[config.mk]
export PLATFORM = sky130hd
export DESIGN_NAME = xml_entity_decoder_utf8_core
export DESIGN_NICKNAME = d
export VERILOG_FILES = /design/src/design/xed_pkg.sv /design/src/design/xed_ram.sv /design/src/design/xed_front.sv /design/src/design/xed_queue.sv /design/src/design/xed_back.sv /design/src/design/xml_entity_decoder_utf8_core.sv
export SDC_FILE = /design/constraint.sdc
export NUM_CORES = 1
export LEC_CHECK = 0
export BUFFER_PORTS_ARGS = -buffer_cell sky130_fd_sc_hd__buf_2
export CAP_MARGIN = 20
export CORE_MARGIN = 5
export CORE_UTILIZATION = 46
export CTS_BUF_LIST = sky130_fd_sc_hd__clkbuf_2
export CTS_CLUSTER_SIZE = 8
export DETAILED_ROUTE_END_ITERATION = 8
export GPL_TIMING_DRIVEN = 0
export PLACE_DENSITY_LB_ADDON = 0.3
export SKIP_LAST_GASP = 1
export SYNTH_ARGS = -nofsm -noshare
export SYNTH_HDL_FRONTEND = slang
export SYNTH_SLANG_ARGS = --single-unit
[constraint.sdc]
create_clock -name i_clk -period 9.6 [get_ports i_clk]
set_clock_uncertainty 0.05 [all_clocks]
set_input_delay 0.48 -clock i_clk [delete_from_list [all_inputs] [get_ports i_clk]]
set_output_delay 0.48 -clock i_clk [all_outputs]
set_load 0.05 [all_outputs]
[src/design/xed_pkg.sv]
// Shared types and constants of the XML character reference decoder.
// No dependencies; the front end, queue, back end, top level and testbench import it.
package xed_pkg;

    // Default buffer depth for pending reference bytes
    localparam int PENDING_MAX_DEF = 32;
    // Width of the flush count carried in a command (covers depths up to 127)
    localparam int CMD_CNT_W = 7;
    // Width of a code point
    localparam int VAL_W = 21;
    // Entries of the command queue between front and back (power of two)
    localparam int QUEUE_DEPTH = 2;

    localparam logic [VAL_W-1:0] CODE_MAX = 21'h10FFFF;
    localparam logic [VAL_W-1:0] SURR_LO  = 21'h00D800;
    localparam logic [VAL_W-1:0] SURR_HI  = 21'h00DFFF;

    localparam logic [7:0] CH_AMP = 8'h26;

    // Matching phase of the front end
    typedef enum logic [2:0] {
        M_IDLE,
        M_NAME,
        M_HASH,
        M_WS,
        M_SIGN,
        M_ZERO,
        M_PREFIX,
        M_DIGITS
    } t_mode;

    // What the back end emits after the flushed bytes
    typedef enum logic [1:0] {
        TAIL_NONE,
        TAIL_BYTE,
        TAIL_UTF8,
        TAIL_END
    } t_tail;

    // Back end sequencer state
    typedef enum logic [1:0] {
        B_IDLE,
        B_FLUSH,
        B_TAIL
    } t_bstate;

    // One command: replay flush_cnt pending bytes, then the tail
    typedef struct packed {
        logic [CMD_CNT_W-1:0] flush_cnt;
        t_tail                tail;
        logic [VAL_W-1:0]     value;
    } t_cmd;

endpackage

[src/design/xed_ram.sv]
// Generic single-write, single-read RAM with registered read data.
// No dependencies.
module xed_ram #(
    parameter int WIDTH = 8,
    parameter int DEPTH = 32
) (
    input  logic                     i_clk,
    input  logic                     i_wr_en,
    input  logic [$clog2(DEPTH)-1:0] i_wr_addr,
    input  logic [WIDTH-1:0]         i_wr_data,
    input  logic [$clog2(DEPTH)-1:0] i_rd_addr,
    output logic [WIDTH-1:0]         o_rd_data
);

    logic [WIDTH-1:0] r_mem [DEPTH];
    logic [WIDTH-1:0] r_rd_data;

    // Write port
    always_ff @(posedge i_clk) begin
        if (i_wr_en) begin
            r_mem[i_wr_addr] <= i_wr_data;
        end
    end

    // Registered read port
    always_ff @(posedge i_clk) begin
        r_rd_data <= r_mem[i_rd_addr];
    end

    assign o_rd_data = r_rd_data;

endmodule

[src/design/xed_front.sv]
// Front end: accepts input bytes, runs the reference matcher, stores pending bytes
// and issues at most one command per transaction. Depends on xed_pkg; writes the pending RAM.
module xed_front #(
    parameter int PENDING_MAX = xed_pkg::PENDING_MAX_DEF
) (
    input  logic                           i_clk,
    input  logic                           i_rst_n,
    // input stream
    input  logic                           i_valid,
    output logic                           o_ready,
    input  logic                           i_func,
    input  logic [7:0]                     i_byte,
    // command queue
    input  logic                           i_q_full,
    output logic                           o_q_push,
    output xed_pkg::t_cmd                  o_q_cmd,
    // back end finished replaying the buffer
    input  logic                           i_flush_done,
    // pending RAM write port
    output logic                           o_wr_en,
    output logic [$clog2(PENDING_MAX)-1:0] o_wr_addr,
    output logic [7:0]                     o_wr_data
);
    import xed_pkg::*;

    localparam int AW = $clog2(PENDING_MAX);
    localparam int CW = $clog2(PENDING_MAX + 1);
    localparam int ACC_W = VAL_W + 4;

    localparam logic [7:0] CH_HASH  = 8'h23;
    localparam logic [7:0] CH_SEMI  = 8'h3B;
    localparam logic [7:0] CH_PLUS  = 8'h2B;
    localparam logic [7:0] CH_MINUS = 8'h2D;
    localparam logic [7:0] CH_ZERO  = 8'h30;
    localparam logic [7:0] CH_SPACE = 8'h20;

    typedef enum logic [2:0] {
        A_FAIL,
        A_PUSH,
        A_COMPLETE,
        A_NAMED,
        A_END
    } t_act;

    // Named entity text after the '&'
    function automatic logic [7:0] ent_at(input logic [2:0] k, input logic [2:0] i);
        logic [7:0] r;
        r = 8'h00;
        case (k)
            3'd0: case (i)  // amp;
                3'd0:    r = 8'h61;
                3'd1:    r = 8'h6D;
                3'd2:    r = 8'h70;
                3'd3:    r = 8'h3B;
                default: r = 8'h00;
            endcase
            3'd1: case (i)  // lt;
                3'd0:    r = 8'h6C;
                3'd1:    r = 8'h74;
                3'd2:    r = 8'h3B;
                default: r = 8'h00;
            endcase
            3'd2: case (i)  // gt;
                3'd0:    r = 8'h67;
                3'd1:    r = 8'h74;
                3'd2:    r = 8'h3B;
                default: r = 8'h00;
            endcase
            3'd3: case (i)  // quot;
                3'd0:    r = 8'h71;
                3'd1:    r = 8'h75;
                3'd2:    r = 8'h6F;
                3'd3:    r = 8'h74;
                3'd4:    r = 8'h3B;
                default: r = 8'h00;
            endcase
            3'd4: case (i)  // apos;
                3'd0:    r = 8'h61;
                3'd1:    r = 8'h70;
                3'd2:    r = 8'h6F;
                3'd3:    r = 8'h73;
                3'd4:    r = 8'h3B;
                default: r = 8'h00;
            endcase
            default: r = 8'h00;
        endcase
        return r;
    endfunction

    function automatic logic [2:0] ent_len(input logic [2:0] k);
        logic [2:0] r;
        case (k)
            3'd0:    r = 3'd4;
            3'd1:    r = 3'd3;
            3'd2:    r = 3'd3;
            default: r = 3'd5;
        endcase
        return r;
    endfunction

    function automatic logic [7:0] ent_char(input logic [2:0] k);
        logic [7:0] r;
        case (k)
            3'd0:    r = 8'h26;
            3'd1:    r = 8'h3C;
            3'd2:    r = 8'h3E;
            3'd3:    r = 8'h22;
            default: r = 8'h27;
        endcase
        return r;
    endfunction

    // Matcher state
    t_mode            r_mode, n_mode;
    logic [2:0]       r_idx, n_idx;
    logic [4:0]       r_cand, n_cand;
    logic [CW-1:0]    r_cnt, n_cnt;
    logic [VAL_W-1:0] r_val, n_val;
    logic             r_ovf, n_ovf;
    logic             r_hex, n_hex;
    logic             r_neg, n_neg;
    logic             r_busy, n_busy;

    logic [7:0]       ch;
    logic             accept;
    logic             sp, is_x, is_semi, is_sign;
    logic             dec_ok, hx_ok, dg_ok;
    logic [3:0]       hx_d, dg_d;
    logic [4:0]       cand_new;
    logic             hit;
    logic [7:0]       hit_ch;
    logic [ACC_W-1:0] acc;
    logic             acc_ovf;
    t_act             act;
    logic             ws_path, dig_path;
    t_mode            p_mode;
    logic [2:0]       p_idx;
    logic [4:0]       p_cand;
    logic [VAL_W-1:0] p_val;
    logic             p_ovf, p_hex, p_neg;
    logic             ref_ok, surrogate;
    t_cmd             cmd;
    logic             clear, start_amp, do_push;

    assign ch     = i_byte;
    assign o_ready = !i_q_full && !r_busy;
    assign accept  = i_valid && o_ready;

    // Byte classes and digit values
    always_comb begin
        sp      = (ch == CH_SPACE) || (ch >= 8'h09 && ch <= 8'h0D);
        is_x    = (ch == 8'h78) || (ch == 8'h58);
        is_semi = (ch == CH_SEMI);
        is_sign = (ch == CH_PLUS) || (ch == CH_MINUS);
        dec_ok  = (ch >= 8'h30 && ch <= 8'h39);
        hx_ok   = dec_ok;
        hx_d    = ch[3:0];
        if (ch >= 8'h61 && ch <= 8'h66) begin
            hx_ok = 1'b1;
            hx_d  = 4'(ch - 8'h57);
        end else if (ch >= 8'h41 && ch <= 8'h46) begin
            hx_ok = 1'b1;
            hx_d  = 4'(ch - 8'h37);
        end
        dg_ok = r_hex ? hx_ok : dec_ok;
        dg_d  = hx_d;
    end

    // Named entity candidates still alive after this byte
    always_comb begin
        cand_new = '0;
        hit      = 1'b0;
        hit_ch   = 8'h00;
        for (int k = 0; k < 5; k++) begin
            if (r_cand[k] && (r_idx < ent_len(3'(k))) && (ent_at(3'(k), r_idx) == ch)) begin
                cand_new[k] = 1'b1;
            end
            if (cand_new[k] && (ent_len(3'(k)) == r_idx + 3'd1)) begin
                hit    = 1'b1;
                hit_ch = ent_char(3'(k));
            end
        end
    end

    // Digit accumulation: value * base + digit
    always_comb begin
        if (r_hex) begin
            acc = {r_val, 4'b0000} + ACC_W'(dg_d);
        end else begin
            acc = ACC_W'({r_val, 3'b000}) + ACC_W'({r_val, 1'b0}) + ACC_W'(dg_d);
        end
        acc_ovf = (acc > ACC_W'(CODE_MAX));
    end

    // Action decode per matching phase
    always_comb begin
        act      = A_FAIL;
        ws_path  = 1'b0;
        dig_path = 1'b0;
        p_mode   = r_mode;
        p_idx    = r_idx;
        p_cand   = r_cand;
        p_val    = r_val;
        p_ovf    = r_ovf;
        p_hex    = r_hex;
        p_neg    = r_neg;
        if (i_func) begin
            act = A_END;
        end else begin
            unique case (r_mode)
                M_IDLE: act = A_FAIL;
                M_NAME: begin
                    if (r_idx == 3'd0 && ch == CH_HASH) begin
                        act    = A_PUSH;
                        p_mode = M_HASH;
                    end else if (cand_new == 5'd0) begin
                        act = A_FAIL;
                    end else if (hit) begin
                        act = A_NAMED;
                    end else begin
                        act    = A_PUSH;
                        p_mode = M_NAME;
                        p_cand = cand_new;
                        p_idx  = r_idx + 3'd1;
                    end
                end
                M_HASH: begin
                    if (is_x) begin
                        act    = A_PUSH;
                        p_mode = M_WS;
                        p_hex  = 1'b1;
                    end else begin
                        ws_path = 1'b1;
                    end
                end
                M_WS:   ws_path = 1'b1;
                M_SIGN: dig_path = 1'b1;
                M_ZERO: begin
                    if (is_x) begin
                        act    = A_PUSH;
                        p_mode = M_PREFIX;
                    end else if (is_semi) begin
                        act = A_COMPLETE;
                    end else if (hx_ok) begin
                        act    = A_PUSH;
                        p_mode = M_DIGITS;
                        p_val  = VAL_W'(hx_d);
                    end else begin
                        act = A_FAIL;
                    end
                end
                M_PREFIX: begin
                    if (hx_ok) begin
                        act    = A_PUSH;
                        p_mode = M_DIGITS;
                        p_val  = VAL_W'(hx_d);
                    end else begin
                        act = A_FAIL;
                    end
                end
                M_DIGITS: begin
                    if (is_semi) begin
                        act = A_COMPLETE;
                    end else if (!dg_ok) begin
                        act = A_FAIL;
                    end else begin
                        act    = A_PUSH;
                        p_mode = M_DIGITS;
                        if (!r_ovf) begin
                            if (acc_ovf) begin
                                p_ovf = 1'b1;
                            end else begin
                                p_val = acc[VAL_W-1:0];
                            end
                        end
                    end
                end
                default: act = A_FAIL;
            endcase
            // whitespace and sign phase (decimal form enters here from '#')
            if (ws_path) begin
                if (sp) begin
                    act    = A_PUSH;
                    p_mode = M_WS;
                end else if (is_sign) begin
                    act    = A_PUSH;
                    p_mode = M_SIGN;
                    p_neg  = (ch == CH_MINUS);
                end else begin
                    dig_path = 1'b1;
                end
            end
            // first character of the number
            if (dig_path) begin
                if (r_hex && ch == CH_ZERO) begin
                    act    = A_PUSH;
                    p_mode = M_ZERO;
                    p_val  = '0;
                end else if (dg_ok) begin
                    act    = A_PUSH;
                    p_mode = M_DIGITS;
                    p_val  = VAL_W'(dg_d);
                end else begin
                    act = A_FAIL;
                end
            end
        end
        // buffer full turns a push into a failed match
        if (act == A_PUSH && r_cnt >= CW'(PENDING_MAX)) begin
            act = A_FAIL;
        end
        ref_ok    = !r_neg && !r_ovf && (r_val != '0) && (r_val <= CODE_MAX);
        surrogate = (r_val >= SURR_LO) && (r_val <= SURR_HI);
        if (act == A_COMPLETE && !ref_ok) begin
            act = A_FAIL;
        end
    end

    // Command build and next matcher state
    always_comb begin
        cmd.flush_cnt = '0;
        cmd.tail      = TAIL_NONE;
        cmd.value     = '0;
        clear         = 1'b0;
        start_amp     = 1'b0;
        do_push       = 1'b0;
        unique case (act)
            A_FAIL: begin
                cmd.flush_cnt = CMD_CNT_W'(r_cnt);
                clear         = 1'b1;
                if (ch == CH_AMP) begin
                    start_amp = 1'b1;
                end else begin
                    cmd.tail  = TAIL_BYTE;
                    cmd.value = VAL_W'(ch);
                end
            end
            A_END: begin
                cmd.flush_cnt = CMD_CNT_W'(r_cnt);
                cmd.tail      = TAIL_END;
                clear         = 1'b1;
            end
            A_NAMED: begin
                cmd.tail  = TAIL_BYTE;
                cmd.value = VAL_W'(hit_ch);
                clear     = 1'b1;
            end
            A_COMPLETE: begin
                clear = 1'b1;
                if (!surrogate) begin
                    cmd.tail  = TAIL_UTF8;
                    cmd.value = r_val;
                end
            end
            A_PUSH:  do_push = 1'b1;
            default: clear = 1'b1;
        endcase

        n_mode = r_mode;
        n_idx  = r_idx;
        n_cand = r_cand;
        n_cnt  = r_cnt;
        n_val  = r_val;
        n_ovf  = r_ovf;
        n_hex  = r_hex;
        n_neg  = r_neg;
        n_busy = r_busy;
        if (i_flush_done) begin
            n_busy = 1'b0;
        end
        if (accept) begin
            if (clear) begin
                n_mode = M_IDLE;
                n_idx  = '0;
                n_cand = '0;
                n_cnt  = '0;
                n_val  = '0;
                n_ovf  = 1'b0;
                n_hex  = 1'b0;
                n_neg  = 1'b0;
            end
            if (start_amp) begin
                n_mode = M_NAME;
                n_cand = 5'h1F;
                n_cnt  = CW'(1);
            end
            if (do_push) begin
                n_mode = p_mode;
                n_idx  = p_idx;
                n_cand = p_cand;
                n_cnt  = r_cnt + CW'(1);
                n_val  = p_val;
                n_ovf  = p_ovf;
                n_hex  = p_hex;
                n_neg  = p_neg;
            end
            // hold input until the back end has replayed the buffer
            if (cmd.flush_cnt != '0) begin
                n_busy = 1'b1;
            end
        end
    end

    assign o_q_push  = accept && ((cmd.flush_cnt != '0) || (cmd.tail != TAIL_NONE));
    assign o_q_cmd   = cmd;
    // leading '&' is implied, so the RAM holds buffer slots from one up
    assign o_wr_en   = accept && do_push;
    assign o_wr_addr = r_cnt[AW-1:0];
    assign o_wr_data = ch;

    // Matcher registers
    always_ff @(posedge i_clk) begin
        if (!i_rst_n) begin
            r_mode <= M_IDLE;
            r_idx  <= '0;
            r_cand <= '0;
            r_cnt  <= '0;
            r_val  <= '0;
            r_ovf  <= 1'b0;
            r_hex  <= 1'b0;
            r_neg  <= 1'b0;
            r_busy <= 1'b0;
        end else begin
            r_mode <= n_mode;
            r_idx  <= n_idx;
            r_cand <= n_cand;
            r_cnt  <= n_cnt;
            r_val  <= n_val;
            r_ovf  <= n_ovf;
            r_hex  <= n_hex;
            r_neg  <= n_neg;
            r_busy <= n_busy;
        end
    end

endmodule

[src/design/xed_queue.sv]
// Short command queue between the front and back ends of the decoder.
// Depends on xed_pkg for the command type and depth.
module xed_queue (
    input  logic          i_clk,
    input  logic          i_rst_n,
    input  logic          i_push,
    input  xed_pkg::t_cmd i_cmd,
    output logic          o_full,
    input  logic          i_pop,
    output xed_pkg::t_cmd o_cmd,
    output logic          o_empty
);
    import xed_pkg::*;

    localparam int PW = (QUEUE_DEPTH > 1) ? $clog2(QUEUE_DEPTH) : 1;
    localparam int NW = $clog2(QUEUE_DEPTH + 1);

    t_cmd          r_mem [QUEUE_DEPTH];
    logic [PW-1:0] r_wp, r_rp;
    logic [NW-1:0] r_num;
    logic          do_wr, do_rd;

    assign o_full  = (r_num == NW'(QUEUE_DEPTH));
    assign o_empty = (r_num == '0);
    assign do_wr   = i_push && !o_full;
    assign do_rd   = i_pop && !o_empty;
    assign o_cmd   = r_mem[r_rp];

    // Storage
    always_ff @(posedge i_clk) begin
        if (do_wr) begin
            r_mem[r_wp] <= i_cmd;
        end
    end

    // Pointers and fill level
    always_ff @(posedge i_clk) begin
        if (!i_rst_n) begin
            r_wp  <= '0;
            r_rp  <= '0;
            r_num <= '0;
        end else begin
            if (do_wr) begin
                r_wp <= r_wp + PW'(1);
            end
            if (do_rd) begin
                r_rp <= r_rp + PW'(1);
            end
            if (do_wr && !do_rd) begin
                r_num <= r_num + NW'(1);
            end else if (do_rd && !do_wr) begin
                r_num <= r_num - NW'(1);
            end
        end
    end

endmodule

[src/design/xed_back.sv]
// Back end: executes commands, replays pending bytes from the RAM and encodes
// UTF-8, feeding the output register. Depends on xed_pkg.
module xed_back #(
    parameter int PENDING_MAX = xed_pkg::PENDING_MAX_DEF
) (
    input  logic                           i_clk,
    input  logic                           i_rst_n,
    // command queue
    input  logic                           i_q_empty,
    output logic                           o_q_pop,
    input  xed_pkg::t_cmd                  i_q_cmd,
    // pending RAM read port
    output logic [$clog2(PENDING_MAX)-1:0] o_rd_addr,
    input  logic [7:0]                     i_rd_data,
    output logic                           o_flush_done,
    // output stream
    output logic                           o_valid,
    input  logic                           i_ready,
    output logic [7:0]                     o_data,
    output logic                           o_end,
    output logic                           o_last
);
    import xed_pkg::*;

    localparam int AW = $clog2(PENDING_MAX);
    localparam int CW = $clog2(PENDING_MAX + 1);

    localparam logic [VAL_W-1:0] LIM1 = 21'h000080;
    localparam logic [VAL_W-1:0] LIM2 = 21'h000800;
    localparam logic [VAL_W-1:0] LIM3 = 21'h010000;

    t_bstate       r_state, n_state;
    t_cmd          r_cmd, n_cmd;
    logic [CW-1:0] r_idx, n_idx;
    logic [1:0]    r_pos, n_pos;
    logic          r_out_valid;
    logic [7:0]    r_out_data;
    logic          r_out_end, r_out_last;

    logic          slot_free, fin, emit, e_end, e_last;
    logic [7:0]    e_data, u_byte;
    logic [1:0]    nbm1, sh;

    assign slot_free = !r_out_valid || i_ready;

    // UTF-8 byte at position r_pos of the current code point
    always_comb begin
        if (r_cmd.value < LIM1) begin
            nbm1 = 2'd0;
        end else if (r_cmd.value < LIM2) begin
            nbm1 = 2'd1;
        end else if (r_cmd.value < LIM3) begin
            nbm1 = 2'd2;
        end else begin
            nbm1 = 2'd3;
        end
        sh = nbm1 - r_pos;
        if (r_pos == 2'd0) begin
            unique case (nbm1)
                2'd0:    u_byte = {1'b0, r_cmd.value[6:0]};
                2'd1:    u_byte = {3'b110, r_cmd.value[10:6]};
                2'd2:    u_byte = {4'b1110, r_cmd.value[15:12]};
                default: u_byte = {5'b11110, r_cmd.value[20:18]};
            endcase
        end else begin
            case (sh)
                2'd0:    u_byte = {2'b10, r_cmd.value[5:0]};
                2'd1:    u_byte = {2'b10, r_cmd.value[11:6]};
                default: u_byte = {2'b10, r_cmd.value[17:12]};
            endcase
        end
    end

    // Sequencer: next state and emitted byte
    always_comb begin
        n_state      = r_state;
        n_cmd        = r_cmd;
        n_idx        = r_idx;
        n_pos        = r_pos;
        o_q_pop      = 1'b0;
        o_flush_done = 1'b0;
        emit         = 1'b0;
        e_data       = 8'h00;
        e_end        = 1'b0;
        e_last       = 1'b0;
        fin          = (CMD_CNT_W'(r_idx) + CMD_CNT_W'(1) == r_cmd.flush_cnt);
        unique case (r_state)
            B_IDLE: begin
                if (!i_q_empty) begin
                    o_q_pop = 1'b1;
                    n_cmd   = i_q_cmd;
                    n_idx   = '0;
                    n_pos   = '0;
                    n_state = (i_q_cmd.flush_cnt != '0) ? B_FLUSH : B_TAIL;
                end
            end
            B_FLUSH: begin
                if (slot_free) begin
                    emit   = 1'b1;
                    e_data = (r_idx == '0) ? CH_AMP : i_rd_data;
                    e_last = fin && (r_cmd.tail == TAIL_NONE);
                    n_idx  = r_idx + CW'(1);
                    if (fin) begin
                        o_flush_done = 1'b1;
                        n_state      = (r_cmd.tail == TAIL_NONE) ? B_IDLE : B_TAIL;
                    end
                end
            end
            B_TAIL: begin
                if (slot_free) begin
                    unique case (r_cmd.tail)
                        TAIL_BYTE: begin
                            emit    = 1'b1;
                            e_data  = r_cmd.value[7:0];
                            e_last  = 1'b1;
                            n_state = B_IDLE;
                        end
                        TAIL_END: begin
                            emit    = 1'b1;
                            e_end   = 1'b1;
                            e_last  = 1'b1;
                            n_state = B_IDLE;
                        end
                        TAIL_UTF8: begin
                            emit   = 1'b1;
                            e_data = u_byte;
                            e_last = (r_pos == nbm1);
                            n_pos  = r_pos + 2'd1;
                            if (r_pos == nbm1) begin
                                n_state = B_IDLE;
                            end
                        end
                        default: n_state = B_IDLE;
                    endcase
                end
            end
            default: n_state = B_IDLE;
        endcase
    end

    // Read address follows the next index so the registered read data lines up with r_idx
    assign o_rd_addr = n_idx[AW-1:0];

    // Sequencer registers
    always_ff @(posedge i_clk) begin
        if (!i_rst_n) begin
            r_state <= B_IDLE;
        end else begin
            r_state <= n_state;
        end
        r_cmd <= n_cmd;
        r_idx <= n_idx;
        r_pos <= n_pos;
    end

    // Output register
    always_ff @(posedge i_clk) begin
        if (!i_rst_n) begin
            r_out_valid <= 1'b0;
        end else if (emit) begin
            r_out_valid <= 1'b1;
        end else if (i_ready) begin
            r_out_valid <= 1'b0;
        end
        if (emit) begin
            r_out_data <= e_data;
            r_out_end  <= e_end;
            r_out_last <= e_last;
        end
    end

    assign o_valid = r_out_valid;
    assign o_data  = r_out_data;
    assign o_end   = r_out_end;
    assign o_last  = r_out_last;

endmodule

[src/design/xml_entity_decoder_utf8_core.sv]
// Top level of the XML character reference decoder with UTF-8 output.
// Depends on xed_pkg, xed_front, xed_queue, xed_ram and xed_back.
//
//  Channel   Dir  tdata              tuser               tlast
//  s_axis    in   in_byte [7:0]      func (1 = end)      -
//  m_axis    out  out_byte [7:0]     is_end_marker       last_of_run
//
// An input byte that opens or extends a reference, or maps to one output byte,
// is taken without hold-off unless the command queue is full; the back end loads
// each command, then emits one output byte per cycle while the output is not stalled
// (a UTF-8 sequence is 1 to 4 bytes). A failed match replays n buffered bytes: the
// input holds off until the last of them leaves the back end.
// Reset is synchronous and active low; the pending RAM needs no clearing pass.
// The output register lets the front keep taking bytes while a result waits.
module xml_entity_decoder_utf8_core #(
    parameter int PENDING_MAX = xed_pkg::PENDING_MAX_DEF
) (
    input  logic       i_clk,
    input  logic       i_rst_n,
    input  logic       s_axis_tvalid,
    output logic       s_axis_tready,
    input  logic [7:0] s_axis_tdata,   // [7:0] in_byte
    input  logic       s_axis_tuser,   // [0] func
    output logic       m_axis_tvalid,
    input  logic       m_axis_tready,
    output logic [7:0] m_axis_tdata,   // [7:0] out_byte
    output logic       m_axis_tuser,   // [0] is_end_marker
    output logic       m_axis_tlast
);
    import xed_pkg::*;

    localparam int AW = $clog2(PENDING_MAX);

    logic          q_push, q_full, q_pop, q_empty;
    t_cmd          q_in_cmd, q_out_cmd;
    logic          flush_done;
    logic          wr_en;
    logic [AW-1:0] wr_addr, rd_addr;
    logic [7:0]    wr_data, rd_data;

    // Matcher and buffer writer
    xed_front #(
        .PENDING_MAX(PENDING_MAX)
    ) u_front (
        .i_clk       (i_clk),
        .i_rst_n     (i_rst_n),
        .i_valid     (s_axis_tvalid),
        .o_ready     (s_axis_tready),
        .i_func      (s_axis_tuser),
        .i_byte      (s_axis_tdata),
        .i_q_full    (q_full),
        .o_q_push    (q_push),
        .o_q_cmd     (q_in_cmd),
        .i_flush_done(flush_done),
        .o_wr_en     (wr_en),
        .o_wr_addr   (wr_addr),
        .o_wr_data   (wr_data)
    );

    // Command queue
    xed_queue u_queue (
        .i_clk  (i_clk),
        .i_rst_n(i_rst_n),
        .i_push (q_push),
        .i_cmd  (q_in_cmd),
        .o_full (q_full),
        .i_pop  (q_pop),
        .o_cmd  (q_out_cmd),
        .o_empty(q_empty)
    );

    // Pending byte buffer
    xed_ram #(
        .WIDTH(8),
        .DEPTH(PENDING_MAX)
    ) u_pend_ram (
        .i_clk    (i_clk),
        .i_wr_en  (wr_en),
        .i_wr_addr(wr_addr),
        .i_wr_data(wr_data),
        .i_rd_addr(rd_addr),
        .o_rd_data(rd_data)
    );

    // Replay, encoding and output register
    xed_back #(
        .PENDING_MAX(PENDING_MAX)
    ) u_back (
        .i_clk       (i_clk),
        .i_rst_n     (i_rst_n),
        .i_q_empty   (q_empty),
        .o_q_pop     (q_pop),
        .i_q_cmd     (q_out_cmd),
        .o_rd_addr   (rd_addr),
        .i_rd_data   (rd_data),
        .o_flush_done(flush_done),
        .o_valid     (m_axis_tvalid),
        .i_ready     (m_axis_tready),
        .o_data      (m_axis_tdata),
        .o_end       (m_axis_tuser),
        .o_last      (m_axis_tlast)
    );

endmodule

After elaboration in Yosys (flattened, before gate mapping)
Memory sizes are Yosys's and may differ from the RTL's. A register that Yosys moved wholly into a read port is not among the register bits.
Cells that the tools add are included.
{"block": "totals", "reg_bits": 97, "latchBits": 0, "ram_bits": 314, "rom_bits": 0, "output_inout_bits": 12, "word_cells": 392, "memories": 2}
{"block": "classes", "add_sub_neg": 15, "mul": 0, "div_mod_pow": 0, "n_lt_le_gt_ge": 19, "n_eq_ne": 66, "n_shift": 0, "mux": 182, "bitwise": 1, "n_reduce_logical": 84}
{"memory": "u_pend_ram.r_mem", "depth": 32, "word_bits": 8, "read_ports": 1, "rd_clocked_by_memory_dff": 1, "write_ports": 1, "line_no": "xed_ram.sv:15", "rtl": "logic [WIDTH-1:0] r_mem [DEPTH];"}
{"memory": "u_queue.r_mem", "depth": 2, "word_bits": 29, "read_ports": 1, "rd_clocked_by_memory_dff": 1, "write_ports": 1, "line_no": "xed_queue.sv:18", "rtl": "t_cmd r_mem [QUEUE_DEPTH];"}
{"op": "$mux W21", "n": 13}
{"op": "$pmux W21 S3", "n": 2}
{"op": "$mux W3", "n": 38}
{"op": "$pmux W7 S5", "n": 2}
{"op": "$mux W1", "n": 66}
{"op": "$mux W6", "n": 11}
{"op": "$eq A8 B6 Y1 const B", "n": 7}
{"op": "$add A25 B4 Y25", "n": 2}
{"op": "$pmux W7 S3", "n": 2}
{"op": "$eq A7 B8 Y1", "n": 5}
{"op": "$mux W5", "n": 8}
{"op": "$logic_and A1 B1 Y1", "n": 36}
{"op": "$mux W2", "n": 16}
{"op": "$mux W8", "n": 4}
{"op": "$pmux W8 S2", "n": 2}
{"op": "$pmux W3 S5", "n": 2}
{"op": "$pmux W7 S4", "n": 1}
{"op": "$add A24 B22 Y25", "n": 1}
{"op": "$gt A25 B21 Y1 const B", "n": 1}
{"op": "$mux W25", "n": 1}
{"op": "$pmux W6 S2", "n": 2}
{"op": "$pmux W8 S3", "n": 1}
{"op": "$mux W23", "n": 1}
{"op": "$mux W22", "n": 1}
{"op": "60 further kinds", "n": 142}

Depth between registers and ports, before layout
{"block": "logic_depth", "word_depth": 37, "ltp_mapped": 25, "mapped_depth_nobuf": 21}

Cells and area by module
Synthesis repeated with hierarchy kept, for this count alone.
{"block": "unflattened", "cells_unflattened": 1614, "area_unflattened_um2": 21319.2}
{"mod": "xed_ram", "n_inst": 1, "cells_each": 417, "area_per_inst_um2": 10053.4}
{"mod": "xed_front", "n_inst": 1, "cells_each": 813, "area_per_inst_um2": 6050.8}
{"mod": "xed_back", "n_inst": 1, "cells_each": 266, "area_per_inst_um2": 2826.5}
{"mod": "xed_queue", "n_inst": 1, "cells_each": 118, "area_per_inst_um2": 2388.5}

Worst setup path before layout
OpenSTA, ideal clock, no wires.
{"block": "synth_path", "path_type": "input-to-reg", "from": "in s_axis_tdata[0]", "to": "reg u_front.r_val[12]", "setup_ns": 0.117, "arrival_time_ns": 5.785, "required_ns": 9.433, "setup_slack_ns": 3.648, "cell_stages": 23, "path_cell_list": "clkbuf_1 clkinv_1 ha_1 nor3b_1 nor4b_1 and2_1 clkbuf_1 nand2_1 xnor2_1 ha_1 ha_1 fa_1 a211oi_1 o211ai_1 a211oi_1 nor3_1 or3_1 o32ai_1 o21ai_0 o311ai_1 a21oi_4 buf_4 a22o_1"}
{"block": "synth_between", "elab_chain_cells": 28}
{"element": "start: declaration", "line_no": "xml_entity_decoder_utf8_core.sv:22", "rtl": "input logic [7:0] s_axis_tdata,"}
{"element": "parallel branches: the longest is 28 deep, another holds $add A25 B4 Y25"}
{"element": "end signal: assignment", "line_no": "xed_front.sv:428", "rtl": "r_val <= n_val;"}
{"element": "end: declaration", "line_no": "xed_front.sv:118", "rtl": "logic [VAL_W-1:0] r_val, n_val;"}
Several ways; the timed one is not identified. The select of a mux whose other input is x is not followed.
A chain may end at the register's enable or synchronous reset.

Worst setup path after layout
{"block": "layout_path", "from": "in s_axis_tdata[0]", "to": "reg u_front.r_val[17]"}
Same word-level chain as after synthesis.

==> impl_metrics.py <==
metrics = {
    "layout": {
        "multi_input_area_um2": 8210,
        "drive_above_1_share_pct": 12.37,
        "area_growth_syn_to_layout_pct": 9.465,
        "nNetsFinal": 2112,
        "final-seq-area_um2": 11950,
        "fin_cells": 2695,
        "nFillCells": 3946,
    },
    "timing": {
        "period_needed_ps": 7808,
        "tightestPinTransition_ps": 1136,
        "slew_headroom_pct": 24.27,
        "slew_violations": 0,
        "final.setup.tns_ps": 0,
        "fmaxAchievable_mhz": 128.1,
        "finalHoldViolCount": 0,
        "rsz0062_at_grt": "false",
        "period_share_pct": 81.33,
        "setup_viol": 0,
    },
    "detailed_routing": {
        "top_layer_used": "met4",
        "ant_nets": 0,
        "drt-met1-wl_mm": 24.09,
        "routed_wirelength_mm": 55.18,
        "met3_length_mm": 4.266,
        "drcViolationCount": 0,
        "vias_per_cell": 5.847,
        "wl_per_cell_um": 20.47,
        "first_iter_violations": 1659,
        "drtPass1Iterations": 6,
        "vias": 15760,
        "met2_length_mm": 25.00,
    },
    "power_and_ir_drop": {
        "ir_drop_mv": 0.1290,
        "power.density_nw_per_um2": 215.5,
        "power_leakage_nw": 8.357,
    },
    "setup_path": {
        "crit_required_ps": 10470,
        "r2r_setup_slack_ps": 4200,
        "endpoint_kind": "flop",
        "worst_r2r_endpoint": "u_queue.r_mem[1][2]$_DFFE_PP_",
        "r2r-start": "u_front.r_idx[0]$_SDFFE_PN0P_",
        "crit_type": "primary input to flop",
        "cp-start-kind": "primary input",
        "worstPathArrival_ps": 8680,
        "ff2ff_path_depth": 14,
        "crit_fanout": 35,
    },
    "synth": {
        "synth_seq_area_share_pct": 57.51,
        "syn_area_um2": 20780,
        "synth_edf_count": 356,
        "muxShareOfSynthArea_pct": 2.354,
        "synth_top_family_by_area": "simple AND/OR/NAND/NOR gates",
        "ys_types": 94,
        "synthXorXnorAreaFrac_pct": 1.981,
        "async_reset_ff_share_pct": 0,
        "synth_compound_area_share_pct": 13.44,
        "synth_cells": 1885,
        "syn_nets": 1974,
        "synth_simple_gate_area_share_pct": 17.05,
        "synth_adder_area_share_pct": 4.648,
        "synth-warning-count": 0,
        "synth-seq-cells": 419,
        "ys.flop_type": "edfxtp_1",
        "postSynthAreaPerCell_um2": 11.02,
    },
    "clocking": {
        "cts_max_path_buffers": 3,
        "cts.sinks": 419,
        "cts_root_buffer": "clkbuf_2",
        "cts.repair.resized": 0,
        "cts-htree-levels": 3,
        "post_cts_buffers": 0,
        "clk_pin_slew_ps": 120,
        "worstSkewPairLatency_ps": 1040,
        "cts_buffers": 100,
        "cts_tree": "built",
    },
    "place": {
        "dp.cells": 2502,
        "dp_hpwl_mm": 37.71,
        "portBuffers": 24,
        "gp_congestion": 0.9045,
    },
    "floorplan": {
        "die_w_um": 222.5,
        "initial_utilization_pct": 46.79,
        "die_h_um": 222.5,
        "core-area_um2": 44410,
        "row_count": 77,
        "io_pins": 25,
        "die_area_um2": 49520,
    },
    "worst_hold_path": {
        "hold_path_depth": 1,
        "hp-start": "s_axis_tdata[1]",
        "worstHoldEndpoint": "u_pend_ram.r_mem[29][1]$_DFFE_PP_",
        "hold_path_class": "primary input to flop",
    },
    "global_routing": {
        "antenna_found_initial": 1,
        "grt_pass1_vias": 15220,
        "overflow": 0,
        "grt_usage_pct": 21.60,
        "grt_pass1_wl_mm": 85.13,
        "grt_max_degree": 40,
    },
    "job": {
        "cap_viol_max_count": 0,
    },
    "status": {
        "status": "finished clean",
    },
}
## what timing repair did
| item | in CTS | in global routing |
|---|---|---|
| hold buffers | 11 | 0 |
| endpoints found under the setup margin | 0 | 0 |
| hold endpoints to repair | 156 | 0 |
## flip-flops by register name (all words and copies together) (netlist names), 2 cells and up, named ones only
signal	count
u_queue.r_num	2
u_back.r_cmd	29
u_back.r_pos	2
u_back.r_idx	6
u_pend_ram.r_mem	256
u_front.r_cand	5
u_front.r_idx	3
u_pend_ram.o_rd_data	8
u_back.o_data	8
u_back.r_state	2
u_front.r_val	21
u_queue.r_mem	58
u_front.r_cnt	6
u_front.r_mode	3
## worst max-delay path by stage
| stage | cells past startpoint | endpoint | startpoint |
|---|---|---|---|
| after floorplan | 23 | u_front.r_val[12]$_SDFFE_PN0P_ | s_axis_tdata[0] |
| after global placement | 23 | u_front.r_val[20]$_SDFFE_PN0P_ | s_axis_tdata[0] |
| after detailed placement | 24 | u_front.r_val[13]$_SDFFE_PN0P_ | s_axis_tdata[0] |
| after CTS | 25 | u_front.r_val[17]$_SDFFE_PN0P_ | s_axis_tdata[0] |
| after global routing | 25 | u_front.r_val[17]$_SDFFE_PN0P_ | s_axis_tdata[0] |
| final | 25 | u_front.r_val[17]$_SDFFE_PN0P_ | s_axis_tdata[0] |
## Yosys cell counts (7+ instances only)
master,count,area share (%)
edfxtp_1,356,51
nand2_1,348,6.3
nor2_1,114,2.1
clkbuf_1,80,1.4
ha_1,74,4.5
nand3_1,73,1.8
dfxtp_1,63,6.1
o21ai_0,62,1.5
a21oi_1,60,1.4
a311oi_1,57,2.4
and3_1,52,1.6
inv_1,43,0.78
nor3_1,34,0.82
mux2_2,30,1.6
and2_1,29,0.87
xnor2_1,27,1.1
xor2_1,20,0.84
a22o_1,18,0.76
nor2b_1,18,0.54
a211oi_1,17,0.61
a31oi_1,17,0.51
nand2b_1,16,0.48
mux2i_1,14,0.67
a211o_1,13,0.55
a21o_1,13,0.47
nand4_1,13,0.39
buf_1,12,0.22
or3_1,12,0.36
buf_2,11,0.26
nor4_1,10,0.30
o21ai_1,10,0.24
o31ai_1,10,0.36
o211ai_1,9,0.33
a221o_1,7,0.34
o221ai_1,7,0.30
## area by class of cell
type	count	share of cell area, %
Multi-Input combinational cell	1310	36.09
Antenna cell	1	0.01100
Tap cell	592	3.256
Buffer	108	1.958
Clock inverter	35	1.056
Inverter	48	0.7921
Sequential cell	419	52.54
Timing Repair Buffer	36	1.078
Clock buffer	146	3.212
## layer usage
metal,GRT usage [%],up-vias
li1,-,7391
met1,30.12,7549
met2,33.64,701
met3,3.986,116
met4,8.656,0
met5,0,-
## worst max-delay path, stage by stage
cell and delay (ps):
dlygate4sd3_1 520, buf_2 650, clkbuf_1 540, clkinv_1 480
ha_1 380, nor3b_1 150, nor4b_1 540, and2_1 220
clkbuf_1 240, nand2_1 120, xnor2_1 290, ha_1 300
ha_1 230, fa_1 430, a211oi_1 350, o211ai_1 270
a211oi_1 410, nor3_1 110, or3_1 310, o32ai_1 140
o21ai_0 320, o311ai_1 520, a21oi_4 180, buf_4 220
a22o_1 230
## power by group
group	internal, W	switching (W)
clock	0.000495	0.000713
combinational	0.000423	0.000980
sequential	0.00219	0.0000953
total	0.00311	0.00179
## through the flow
step / utilization [%] / area, um^2 / hold WS [ps] / power, W / setup WS [ps]
after global placement: 48.73 / 21640 / 409.5 / 0.003679 / 1580
after floorplan: - / 20780 / 389.2 / 0.003249 / 3648
after global routing: 51.22 / 22750 / 31.40 / 0.005180 / 1446
after detailed placement: 48.78 / 21660 / 434.2 / 0.003712 / 1445
final: 51.22 / 22750 / 126.1 / 0.004901 / 1792
after CTS: 51.21 / 22740 / 15.23 / 0.004919 / 2001
## cells by family after synthesis
family,Yosys count
mux,45
flops,419
fa+ha+maj,76
simple gates,758
compound gates,384
xor+xnor,47
buf+inv,156
## cell usage in the layout, fill, tap and decap left out, drive strengths merged, types with 12 or more instances in the layout
master | Yosys | routed
nand2b | 16 | 16
clkbuf | 80 | 226
xnor2 | 27 | 27
a311oi | 57 | 57
mux2 | 31 | 31
nand2 | 348 | 348
nor2b | 18 | 18
nor3 | 34 | 34
xor2 | 20 | 20
a31oi | 17 | 17
ha | 74 | 74
a22o | 18 | 18
inv | 43 | 45
a211oi | 18 | 18
and3 | 52 | 52
nor2 | 114 | 114
o21ai | 73 | 73
or3 | 12 | 12
mux2i | 14 | 14
edfxtp | 356 | 356
clkinv | 5 | 33
a21oi | 63 | 63
nand3 | 73 | 73
buf | 28 | 53
a21o | 13 | 13
a211o | 13 | 13
dfxtp | 63 | 63
nand4 | 14 | 14
and2 | 29 | 29
Power figures use the tool's default switching activity.
